==> config.mk <==
export PLATFORM = sky130hd
export DESIGN_NAME = three_queue_transfer_manager
export DESIGN_NICKNAME = d
export VERILOG_FILES = /design/src/rtl/core/tqtm_pkg.sv /design/src/rtl/core/tqtm_ram.sv /design/src/rtl/core/tqtm_front.sv /design/src/rtl/core/tqtm_back.sv /design/src/rtl/core/three_queue_transfer_manager.sv
export VERILOG_INCLUDE_DIRS = /design/src /design/src/rtl/core
export SDC_FILE = /design/constraint.sdc
export NUM_CORES = 1
export LEC_CHECK = 0
export BUFFER_PORTS_ARGS = -buffer_cell sky130_fd_sc_hd__buf_2
export CORE_MARGIN = 1.5
export CORE_UTILIZATION = 57
export DETAILED_ROUTE_END_ITERATION = 10
export GPL_TIMING_DRIVEN = 0
export PLACE_DENSITY = 0.76
export SKIP_CTS_REPAIR_TIMING = 1
export SYNTH_ARGS = -nofsm -noshare
export SYNTH_HDL_FRONTEND = slang
export SYNTH_SLANG_ARGS = --single-unit
==> constraint.sdc <==
create_clock -name clk_i -period 5.44 [get_ports clk_i]
set_input_delay 0.544 -clock clk_i [delete_from_list [all_inputs] [get_ports clk_i]]
set_output_delay 0.544 -clock clk_i [all_outputs]
set_load 0.02 [all_outputs]
==> src/rtl/core/three_queue_transfer_manager_defines.svh <==
// Assertion macros used by the transfer manager back end RTL.
`ifndef THREE_QUEUE_TRANSFER_MANAGER_DEFINES_SVH
`define THREE_QUEUE_TRANSFER_MANAGER_DEFINES_SVH

// Same-cycle implication, sampled on clk_i, off while rst_ni is low.
`define TQTM_ASSERT_NOW(label, ante, cons, msg) \
  label: assert property (@(posedge clk_i) disable iff (!rst_ni) (ante) |-> (cons)) \
    else $error(msg);

// Next-cycle implication, sampled on clk_i, off while rst_ni is low.
`define TQTM_ASSERT_NEXT(label, ante, cons, msg) \
  label: assert property (@(posedge clk_i) disable iff (!rst_ni) (ante) |=> (cons)) \
    else $error(msg);

`endif

==> src/rtl/core/tqtm_pkg.sv <==
// Shared types, constants and address helpers for the transfer manager.
package tqtm_pkg;

  localparam int QUEUE_DEPTH = 16;
  localparam int QUEUE_COUNT = 3;
  localparam int SLOT_W      = $clog2(QUEUE_DEPTH);
  localparam int CNT_W       = $clog2(QUEUE_DEPTH + 1);
  localparam int SUM_W       = CNT_W + 1;
  localparam int QIDX_W      = 2;
  localparam int ITEM_W      = 8;
  localparam int STORE_DEPTH = QUEUE_COUNT * QUEUE_DEPTH;
  localparam int ADDR_W      = $clog2(STORE_DEPTH);

  // command queue between front and back (power of two)
  localparam int CMD_DEPTH  = 2;
  localparam int CPTR_W     = $clog2(CMD_DEPTH);
  localparam int CFILL_W    = $clog2(CMD_DEPTH + 1);

  localparam logic [QIDX_W-1:0] QUEUE_LAST = QIDX_W'(QUEUE_COUNT - 1);
  localparam logic [QIDX_W-1:0] QUEUE_LIM  = QIDX_W'(QUEUE_COUNT);

  typedef enum logic [1:0] {
    KIND_ADD   = 2'd0,
    KIND_MOVE  = 2'd1,
    KIND_SERVE = 2'd2,
    KIND_DUMP  = 2'd3
  } kind_e;

  typedef enum logic [1:0] {
    OP_PUSH = 2'd0,
    OP_XFER = 2'd1,
    OP_POP  = 2'd2,
    OP_DUMP = 2'd3
  } op_e;

  typedef struct packed {
    op_e               op;
    logic [QIDX_W-1:0] src;
    logic [QIDX_W-1:0] dst;
    logic [ITEM_W-1:0] value;
  } cmd_t;

  // ring slot at base + offset, offset never above the depth
  function automatic logic [SLOT_W-1:0] wrap_slot(input logic [SLOT_W-1:0] base,
                                                  input logic [CNT_W-1:0]  offset);
    logic [SUM_W-1:0] sum;
    sum = SUM_W'(base) + SUM_W'(offset);
    if (sum >= SUM_W'(QUEUE_DEPTH)) begin
      sum = sum - SUM_W'(QUEUE_DEPTH);
    end
    return SLOT_W'(sum);
  endfunction

  // store address of a slot within a queue's region
  function automatic logic [ADDR_W-1:0] slot_addr(input logic [QIDX_W-1:0] q,
                                                  input logic [SLOT_W-1:0] slot);
    return ADDR_W'(ADDR_W'(q) * ADDR_W'(QUEUE_DEPTH) + ADDR_W'(slot));
  endfunction

endpackage

==> src/rtl/core/tqtm_ram.sv <==
// Generic single-write, single-read RAM with registered read data.
module tqtm_ram #(
  parameter int WIDTH = 8,
  parameter int DEPTH = 48
) (
  input  logic                     clk_i,
  input  logic                     we_i,
  input  logic [$clog2(DEPTH)-1:0] waddr_i,
  input  logic [WIDTH-1:0]         wdata_i,
  input  logic                     re_i,
  input  logic [$clog2(DEPTH)-1:0] raddr_i,
  output logic [WIDTH-1:0]         rdata_o
);

  logic [WIDTH-1:0] mem_q [DEPTH];
  logic [WIDTH-1:0] rdata_q;

  always_ff @(posedge clk_i) begin
    if (we_i) begin
      mem_q[waddr_i] <= wdata_i;
    end
    if (re_i) begin
      rdata_q <= mem_q[raddr_i];
    end
  end

  assign rdata_o = rdata_q;

endmodule

==> src/rtl/core/tqtm_front.sv <==
// Front end: takes items, classifies them into commands, queues them for the back end.
module tqtm_front import tqtm_pkg::*; (
  input  logic              clk_i,
  input  logic              rst_ni,
  input  logic              start,
  output logic              busy,
  input  logic [1:0]        kind_i,
  input  logic [QIDX_W-1:0] source_queue_i,
  input  logic [QIDX_W-1:0] target_queue_i,
  input  logic [ITEM_W-1:0] item_value_i,
  output logic              cmd_valid_o,
  output cmd_t              cmd_o,
  input  logic              cmd_pop_i
);

  cmd_t               fifo_q [CMD_DEPTH];
  logic [CPTR_W-1:0]  wr_ptr_q, rd_ptr_q;
  logic [CFILL_W-1:0] fill_q;
  cmd_t               cls_cmd;
  logic               cls_valid;
  logic               accept, push, pop;
  logic               src_ok, dst_ok;

  // classify: drop items that can do nothing, fold special cases
  assign src_ok = source_queue_i < QUEUE_LIM;
  assign dst_ok = target_queue_i < QUEUE_LIM;

  always_comb begin
    cls_cmd.src   = source_queue_i;
    cls_cmd.dst   = target_queue_i;
    cls_cmd.value = item_value_i;
    cls_cmd.op    = OP_DUMP;
    cls_valid     = 1'b0;
    case (kind_e'(kind_i))
      KIND_ADD: begin
        cls_cmd.op  = OP_PUSH;
        cls_cmd.dst = dst_ok ? target_queue_i : QUEUE_LAST;
        cls_valid   = 1'b1;
      end
      KIND_MOVE: begin
        // move onto itself only discards the head
        cls_cmd.op = (source_queue_i == target_queue_i) ? OP_POP : OP_XFER;
        cls_valid  = src_ok && dst_ok;
      end
      KIND_SERVE: begin
        cls_cmd.op = OP_POP;
        cls_valid  = src_ok;
      end
      KIND_DUMP: begin
        cls_cmd.op = OP_DUMP;
        cls_valid  = 1'b1;
      end
      default: begin
        cls_valid = 1'b0;
      end
    endcase
  end

  assign busy        = (fill_q == CFILL_W'(CMD_DEPTH));
  assign accept      = start && !busy;
  assign push        = accept && cls_valid;
  assign pop         = cmd_pop_i && cmd_valid_o;
  assign cmd_valid_o = (fill_q != '0);
  assign cmd_o       = fifo_q[rd_ptr_q];

  // command queue storage
  always_ff @(posedge clk_i) begin
    if (push) begin
      fifo_q[wr_ptr_q] <= cls_cmd;
    end
  end

  // command queue pointers
  always_ff @(posedge clk_i or negedge rst_ni) begin
    if (!rst_ni) begin
      wr_ptr_q <= '0;
      rd_ptr_q <= '0;
      fill_q   <= '0;
    end else begin
      if (push) begin
        wr_ptr_q <= wr_ptr_q + CPTR_W'(1);
      end
      if (pop) begin
        rd_ptr_q <= rd_ptr_q + CPTR_W'(1);
      end
      case ({push, pop})
        2'b10:   fill_q <= fill_q + CFILL_W'(1);
        2'b01:   fill_q <= fill_q - CFILL_W'(1);
        default: fill_q <= fill_q;
      endcase
    end
  end

endmodule

==> src/rtl/core/tqtm_back.sv <==
// Back end: runs queued commands against the item store and drains queues on dump.
`include "three_queue_transfer_manager_defines.svh"

module tqtm_back import tqtm_pkg::*; (
  input  logic              clk_i,
  input  logic              rst_ni,
  input  logic              cmd_valid_i,
  input  cmd_t              cmd_i,
  output logic              cmd_pop_o,
  output logic              result_valid_o,
  output logic [QIDX_W-1:0] queue_index_o,
  output logic [ITEM_W-1:0] item_out_o,
  output logic              empty_marker_o,
  output logic              last_o
);

  typedef enum logic [1:0] {
    ST_IDLE,
    ST_MOVE_WR,
    ST_DUMP_RD,
    ST_DUMP_DATA
  } state_e;

  state_e            state_q;
  logic [SLOT_W-1:0] head_q  [QUEUE_COUNT];
  logic [CNT_W-1:0]  count_q [QUEUE_COUNT];
  logic [QIDX_W-1:0] dump_q, mv_dst_q;
  logic              out_valid_q, out_marker_q, out_last_q;
  logic [QIDX_W-1:0] out_qidx_q;
  logic [ITEM_W-1:0] out_item_q;

  logic [QIDX_W-1:0] sel_qidx;
  logic [SLOT_W-1:0] head_sel, head_next;
  logic [CNT_W-1:0]  count_sel;
  logic              sel_full, sel_empty;
  logic              ram_we, ram_re;
  logic [ADDR_W-1:0] ram_waddr, ram_raddr;
  logic [ITEM_W-1:0] ram_wdata, ram_rdata;
  logic              idle_cmd;

  assign idle_cmd  = (state_q == ST_IDLE) && cmd_valid_i;
  assign cmd_pop_o = idle_cmd;

  // one queue is touched per cycle: pick it
  always_comb begin
    case (state_q)
      ST_IDLE:    sel_qidx = (cmd_i.op == OP_PUSH) ? cmd_i.dst : cmd_i.src;
      ST_MOVE_WR: sel_qidx = mv_dst_q;
      default:    sel_qidx = dump_q;
    endcase
  end

  assign head_sel  = head_q[sel_qidx];
  assign count_sel = count_q[sel_qidx];
  assign sel_full  = (count_sel == CNT_W'(QUEUE_DEPTH));
  assign sel_empty = (count_sel == '0);
  assign head_next = wrap_slot(head_sel, CNT_W'(1));

  // store ports: tail write, head read
  assign ram_we    = (idle_cmd && cmd_i.op == OP_PUSH && !sel_full) ||
                     (state_q == ST_MOVE_WR && !sel_full);
  assign ram_waddr = slot_addr(sel_qidx, wrap_slot(head_sel, count_sel));
  assign ram_wdata = (state_q == ST_MOVE_WR) ? ram_rdata : cmd_i.value;
  assign ram_re    = (idle_cmd && cmd_i.op == OP_XFER && !sel_empty) ||
                     (state_q == ST_DUMP_RD && !sel_empty);
  assign ram_raddr = slot_addr(sel_qidx, head_sel);

  tqtm_ram #(
    .WIDTH (ITEM_W),
    .DEPTH (STORE_DEPTH)
  ) u_store (
    .clk_i   (clk_i),
    .we_i    (ram_we),
    .waddr_i (ram_waddr),
    .wdata_i (ram_wdata),
    .re_i    (ram_re),
    .raddr_i (ram_raddr),
    .rdata_o (ram_rdata)
  );

  // sequencer, queue pointers and result register
  always_ff @(posedge clk_i or negedge rst_ni) begin
    if (!rst_ni) begin
      state_q      <= ST_IDLE;
      dump_q       <= '0;
      mv_dst_q     <= '0;
      out_valid_q  <= 1'b0;
      out_marker_q <= 1'b0;
      out_last_q   <= 1'b0;
      out_qidx_q   <= '0;
      out_item_q   <= '0;
      for (int i = 0; i < QUEUE_COUNT; i++) begin
        head_q[i]  <= '0;
        count_q[i] <= '0;
      end
    end else begin
      out_valid_q <= 1'b0;
      case (state_q)
        ST_IDLE: begin
          if (cmd_valid_i) begin
            case (cmd_i.op)
              OP_PUSH: begin
                if (!sel_full) begin
                  count_q[sel_qidx] <= count_sel + CNT_W'(1);
                end
              end
              OP_POP: begin
                if (!sel_empty) begin
                  head_q[sel_qidx]  <= head_next;
                  count_q[sel_qidx] <= count_sel - CNT_W'(1);
                end
              end
              OP_XFER: begin
                if (!sel_empty) begin
                  head_q[sel_qidx]  <= head_next;
                  count_q[sel_qidx] <= count_sel - CNT_W'(1);
                  mv_dst_q          <= cmd_i.dst;
                  state_q           <= ST_MOVE_WR;
                end
              end
              OP_DUMP: begin
                dump_q  <= '0;
                state_q <= ST_DUMP_RD;
              end
              default: begin
                state_q <= ST_IDLE;
              end
            endcase
          end
        end
        ST_MOVE_WR: begin
          // popped item lands in the store this cycle unless the target queue is full
          if (!sel_full) begin
            count_q[sel_qidx] <= count_sel + CNT_W'(1);
          end
          state_q <= ST_IDLE;
        end
        ST_DUMP_RD: begin
          if (sel_empty) begin
            // empty queue: one marker result
            out_valid_q      <= 1'b1;
            out_qidx_q       <= dump_q;
            out_item_q       <= '0;
            out_marker_q     <= 1'b1;
            out_last_q       <= (dump_q == QUEUE_LAST);
            head_q[sel_qidx] <= '0;
            if (dump_q == QUEUE_LAST) begin
              state_q <= ST_IDLE;
            end else begin
              dump_q <= dump_q + QIDX_W'(1);
            end
          end else begin
            head_q[sel_qidx]  <= head_next;
            count_q[sel_qidx] <= count_sel - CNT_W'(1);
            state_q           <= ST_DUMP_DATA;
          end
        end
        ST_DUMP_DATA: begin
          out_valid_q  <= 1'b1;
          out_qidx_q   <= dump_q;
          out_item_q   <= ram_rdata;
          out_marker_q <= 1'b0;
          out_last_q   <= (dump_q == QUEUE_LAST) && sel_empty;
          if (sel_empty) begin
            head_q[sel_qidx] <= '0;
            if (dump_q == QUEUE_LAST) begin
              state_q <= ST_IDLE;
            end else begin
              dump_q  <= dump_q + QIDX_W'(1);
              state_q <= ST_DUMP_RD;
            end
          end else begin
            state_q <= ST_DUMP_RD;
          end
        end
        default: begin
          state_q <= ST_IDLE;
        end
      endcase
    end
  end

  assign result_valid_o = out_valid_q;
  assign queue_index_o  = out_qidx_q;
  assign item_out_o     = out_item_q;
  assign empty_marker_o = out_marker_q;
  assign last_o         = out_last_q;

  // checks
  `TQTM_ASSERT_NOW(a_count_bound, 1'b1,
    count_q[0] <= CNT_W'(QUEUE_DEPTH) && count_q[1] <= CNT_W'(QUEUE_DEPTH) &&
    count_q[2] <= CNT_W'(QUEUE_DEPTH), "queue fill count above depth")
  `TQTM_ASSERT_NOW(a_port_excl, ram_we, !ram_re, "store read and write in one cycle")
  `TQTM_ASSERT_NOW(a_data_after_read, state_q == ST_DUMP_DATA, $past(ram_re),
    "dump data cycle without a store read")
  `TQTM_ASSERT_NOW(a_dump_clears, out_valid_q && out_last_q,
    state_q == ST_IDLE && count_q[0] == '0 && count_q[1] == '0 && count_q[2] == '0,
    "queues not empty after final dump result")
  `TQTM_ASSERT_NEXT(a_marker_zero, result_valid_o && empty_marker_o,
    !result_valid_o || !empty_marker_o || queue_index_o != $past(queue_index_o),
    "two markers for one queue")

endmodule

==> src/rtl/core/three_queue_transfer_manager.sv <==
// Top level of the three-queue transfer manager: front end, command queue and back end.
//
//  channel   handshake                        payload
//  --------  -------------------------------  ---------------------------------------------
//  command   start & !busy accepts the item   kind_i, source_queue_i, target_queue_i,
//                                             item_value_i
//  result    result_valid_o, one cycle each   queue_index_o, item_out_o, empty_marker_o,
//                                             last_o
//
// Add and serve finish in the idle state; move reads the store there, then writes
// in ST_MOVE_WR. Dump leaves idle, then per stored item reads the head (ST_DUMP_RD)
// and registers the result (ST_DUMP_DATA), with one marker per empty queue.
// busy is high while the two-entry command queue is full; the back end pops it
// only between commands. Reset clears queue pointers and fill counts; the item
// store is not cleared. Results cannot be stalled.
module three_queue_transfer_manager import tqtm_pkg::*; (
  input  logic              clk_i,
  input  logic              rst_ni,
  input  logic              start,
  output logic              busy,
  input  logic [1:0]        kind_i,
  input  logic [QIDX_W-1:0] source_queue_i,
  input  logic [QIDX_W-1:0] target_queue_i,
  input  logic [ITEM_W-1:0] item_value_i,
  output logic              result_valid_o,
  output logic [QIDX_W-1:0] queue_index_o,
  output logic [ITEM_W-1:0] item_out_o,
  output logic              empty_marker_o,
  output logic              last_o
);

  logic cmd_valid, cmd_pop;
  cmd_t cmd;

  tqtm_front u_front (
    .clk_i          (clk_i),
    .rst_ni         (rst_ni),
    .start          (start),
    .busy           (busy),
    .kind_i         (kind_i),
    .source_queue_i (source_queue_i),
    .target_queue_i (target_queue_i),
    .item_value_i   (item_value_i),
    .cmd_valid_o    (cmd_valid),
    .cmd_o          (cmd),
    .cmd_pop_i      (cmd_pop)
  );

  tqtm_back u_back (
    .clk_i          (clk_i),
    .rst_ni         (rst_ni),
    .cmd_valid_i    (cmd_valid),
    .cmd_i          (cmd),
    .cmd_pop_o      (cmd_pop),
    .result_valid_o (result_valid_o),
    .queue_index_o  (queue_index_o),
    .item_out_o     (item_out_o),
    .empty_marker_o (empty_marker_o),
    .last_o         (last_o)
  );

endmodule

==> impl_metrics.yaml <==
run_status:
  status: "complete, but fails checks"
  violations: "negative setup slack"
clock_network:
  cts.path.max_buffers: 3
  cts_sinks: 470
  cts_max_level: 2
  cts_made_buffers: 47
  clockRootBuffer: "clkbuf_16"
  clk_pin_slew_ns: 0.06
  clk_latency_ns: 0.58
  cts_tree: "done"
die:
  initial_core_util: 0.583
  die_width_um: 192
  core_area_um2: 34800
  die_y_um: 192
  die-area_um2: 36700
  ios: 31
  row_count: 68
synthesis:
  synth_area_leaders: "edfxtp_1 62%, nand2_1 6.3%, dfrtp_1 6.2%"
  synth_compound_area_frac: 0.0748
  synthMuxAreaShare: 0.0529
  netlist_area_um2: 20300
  ys_seq_area_frac: 0.684
  synthSimpleGateAreaFrac: 0.142
  synthAdderAreaFrac: 0.0146
  synth_top_family_by_area: "simple AND/OR/NAND/NOR gates"
  synth.top_cell.area_share: 0.622
  synth_largest_area_cell: "edfxtp_1"
  yosys_warnings: 0
  synth_most_common_cell: "edfxtp_1"
  ys_types: 78
  synth_edf_count: 420
  syn_nets: 1642
  ys_async_sr_fraction: 0.106
  syn_inst: 1602
  syn_avg_cell_area_um2: 12.7
  synth_commonest_cells: "420 x edfxtp_1, 342 x nand2_1, 161 x nand3_1, 82 x nor2_1, 77 x mux2i_1"
  synth_xor_area_frac: 0.00777
  ys_ff_latch: 470
  ys.flop_type: "edfxtp_1"
detailed_routing:
  drt-wirelength-per-cell_um: 28.1
  drc: 0
  vias: 14822
  drt-total-wl_um: 62600
  firstDrtPassIters: 9
  antenna_left: 0
  drt_iter0_markers: 2526
  viasPerCell: 6.67
sta:
  timing.slew.headroom: 0.0515
  tightest_slew_ns: 1.42
  min_period_ns: 5.64
  setup_viol_count_final: 217
  finalMaxSlewViolations: 0
  skew_ns: 0.0116
  fmax_mhz: 177
  fin_crit_sh: 1.04
  setup-tns-final_ns: -15.74
  grt_setup_unrepaired: "yes"
  fin_ws_ns: -0.203
  hold_viol_final: 0
grt:
  grtUsageTotal: 0.327
  grt_pass1_wl_um: 85800
  first_global_vias: 13597
  antenna_found_initial: 2
  grt_max_degree: 51
  grt_remaining_overflow: 0
cells_and_area:
  drive_gt1_frac: 0.169
  postLayoutCellArea_um2: 23900
  fill_cells: 2285
  utilization: 0.686
  multi_input_area_um2: 6520
  areaGrowthSynthToFinish_pct: 17.6
  nNetsFinal: 1771
  n_antenna_cell: 0
  final-seq-area_um2: 13900
placement:
  gp_congestion: 0.992
  dpl.hpwl_um: 39500
  placed_cell_area_um2: 21300
  port_buffers: 30
  pre_cts_ws_ns: -1.62
setup_path:
  cp.arrival_ns: 5.86
  crit_path_max_fanout: 11
  worstSetupPathType: "reg -> reg"
  cp.required_ns: 5.66
  path_cells: "buf_6 -> buf_6 -> mux2i_4 -> ha_1 -> buf_4 -> mux2i_1 -> o221a_2 -> and2_4 -> mux2i_2 -> o21a_1 -> buf_6 -> inv_4 -> buf_6 -> buf_6 -> buf_6 -> ha_1 -> fa_2 -> xor2_2 -> nand3_1 -> nor2_4"
  critPathLaunchType: "register"
  crit_path_frequent_cell: "buf_6"
  rr_startpoint: "u_front.rd_ptr_q$_DFFE_PN0P_"
  reg2reg_slack_ns: -0.20
  cp_slowest_cell: "nand3_1"
  max_stage_delay_ns: 0.60
  setup.worst_path.end_class: "register"
  r2r_end: "u_back.u_store.mem_q[14][4]$_DFFE_PP_"
  reg2reg_depth: 20
hold_path:
  holdCritStartpoint: "item_value_i[4]"
  holdPathStages: 1
  hold_path.class: "in -> reg"
  holdPathEnd: "u_front.fifo_q[0][4]$_DFFE_PP_"
run:
  drv_cap: 0
## through the flow
step                      std cells  hold slack [ns]
after floorplan                1602            0.248
after global routing           2223            0.163
after detailed placement       2096            0.471
final                          2223            0.164
after global placement         2087            0.459
after CTS                      2182            0.162
## worst max-delay path by stage
stage,cells past startpoint,startpoint,endpoint,slack [ns]
after floorplan,21,u_front.rd_ptr_q$_DFFE_PN0P_,u_back.u_store.mem_q[24][0]$_DFFE_PP_,0.34
after global placement,20,u_front.rd_ptr_q$_DFFE_PN0P_,u_back.u_store.mem_q[8][6]$_DFFE_PP_,-1.60
after detailed placement,20,u_front.rd_ptr_q$_DFFE_PN0P_,u_back.u_store.mem_q[8][4]$_DFFE_PP_,-1.62
after CTS,20,u_front.rd_ptr_q$_DFFE_PN0P_,u_back.u_store.mem_q[29][0]$_DFFE_PP_,-1.69
after global routing,20,u_front.rd_ptr_q$_DFFE_PN0P_,u_back.u_store.mem_q[41][7]$_DFFE_PP_,-0.38
final,20,u_front.rd_ptr_q$_DFFE_PN0P_,u_back.u_store.mem_q[14][4]$_DFFE_PP_,-0.20
## final cells by class
type | instances | area share
clock buffer | 59 | 0.0530
sequential | 470 | 0.581
inverter | 19 | 0.00320
timing repair buffer | 81 | 0.0419
multi-input combinational | 1026 | 0.273
tap | 455 | 0.0239
clock inverter | 27 | 0.00493
buffer | 86 | 0.0188
## registers in the layout, indices dropped and copies added (netlist names), 2 cells and up
| register | cells |
|---|---|
| u_back.u_store.mem_q | 384 |
| u_front.fifo_q | 28 |
| u_back.count_q | 15 |
| u_back.head_q | 12 |
| u_back.item_out_o | 8 |
| u_back.u_store.rdata_o | 8 |
| u_back.dump_q | 2 |
| u_back.mv_dst_q | 2 |
| u_back.queue_index_o | 2 |
| u_back.state_q | 2 |
| u_front.fill_q | 2 |
## critical path: cells and delay by family (launching register included)
kind	cells	cell delay, ns
buffers and inverters	8	1.26
DFF	1	0.34
muxes	3	0.75
adders and majority gates	3	0.87
xor gates and xnor gates	1	0.32
AOI/OAI and AO/OA	2	0.41
and+or+nand+nor	3	1.33
## logic make-up after synthesis
family                     after synthesis
AOI/OAI and AO/OA                      225
xor gates and xnor gates                18
adders and majority gates               23
buffers and inverters                  106
DFF                                    470
muxes                                  103
and+or+nand+nor                        657
## layer usage
layer,vias to the layer above,global-route usage,wire length [um]
met5,-,0.0124,70
met4,4,0.174,4090
met3,304,0.0923,9170
met2,1273,0.495,27700
met1,7058,0.432,21600
li1,6183,-,-
## placed cells by master (no fill, tap or decap), types with 15 or more instances in the layout
cell       synthesis  layout
a21oi_1           65      65
buf_12             0      29
buf_2             37      63
buf_4              5      22
clkbuf_1          33      40
clkbuf_16          0      49
clkinv_1           0      18
dfrtp_1           50      50
edfxtp_1         420     420
ha_1              22      22
inv_1             16      16
mux2_1            16      16
mux2i_1           77      75
nand2_1          342     336
nand3_1          161     158
nand4_1           15      15
nor2_1            82      34
nor2_4             1      46
o21ai_0           57      48
Power is left out: the tool's default activity adds up to more than one toggle a clock period on the data nets, which glitch-free logic cannot reach.
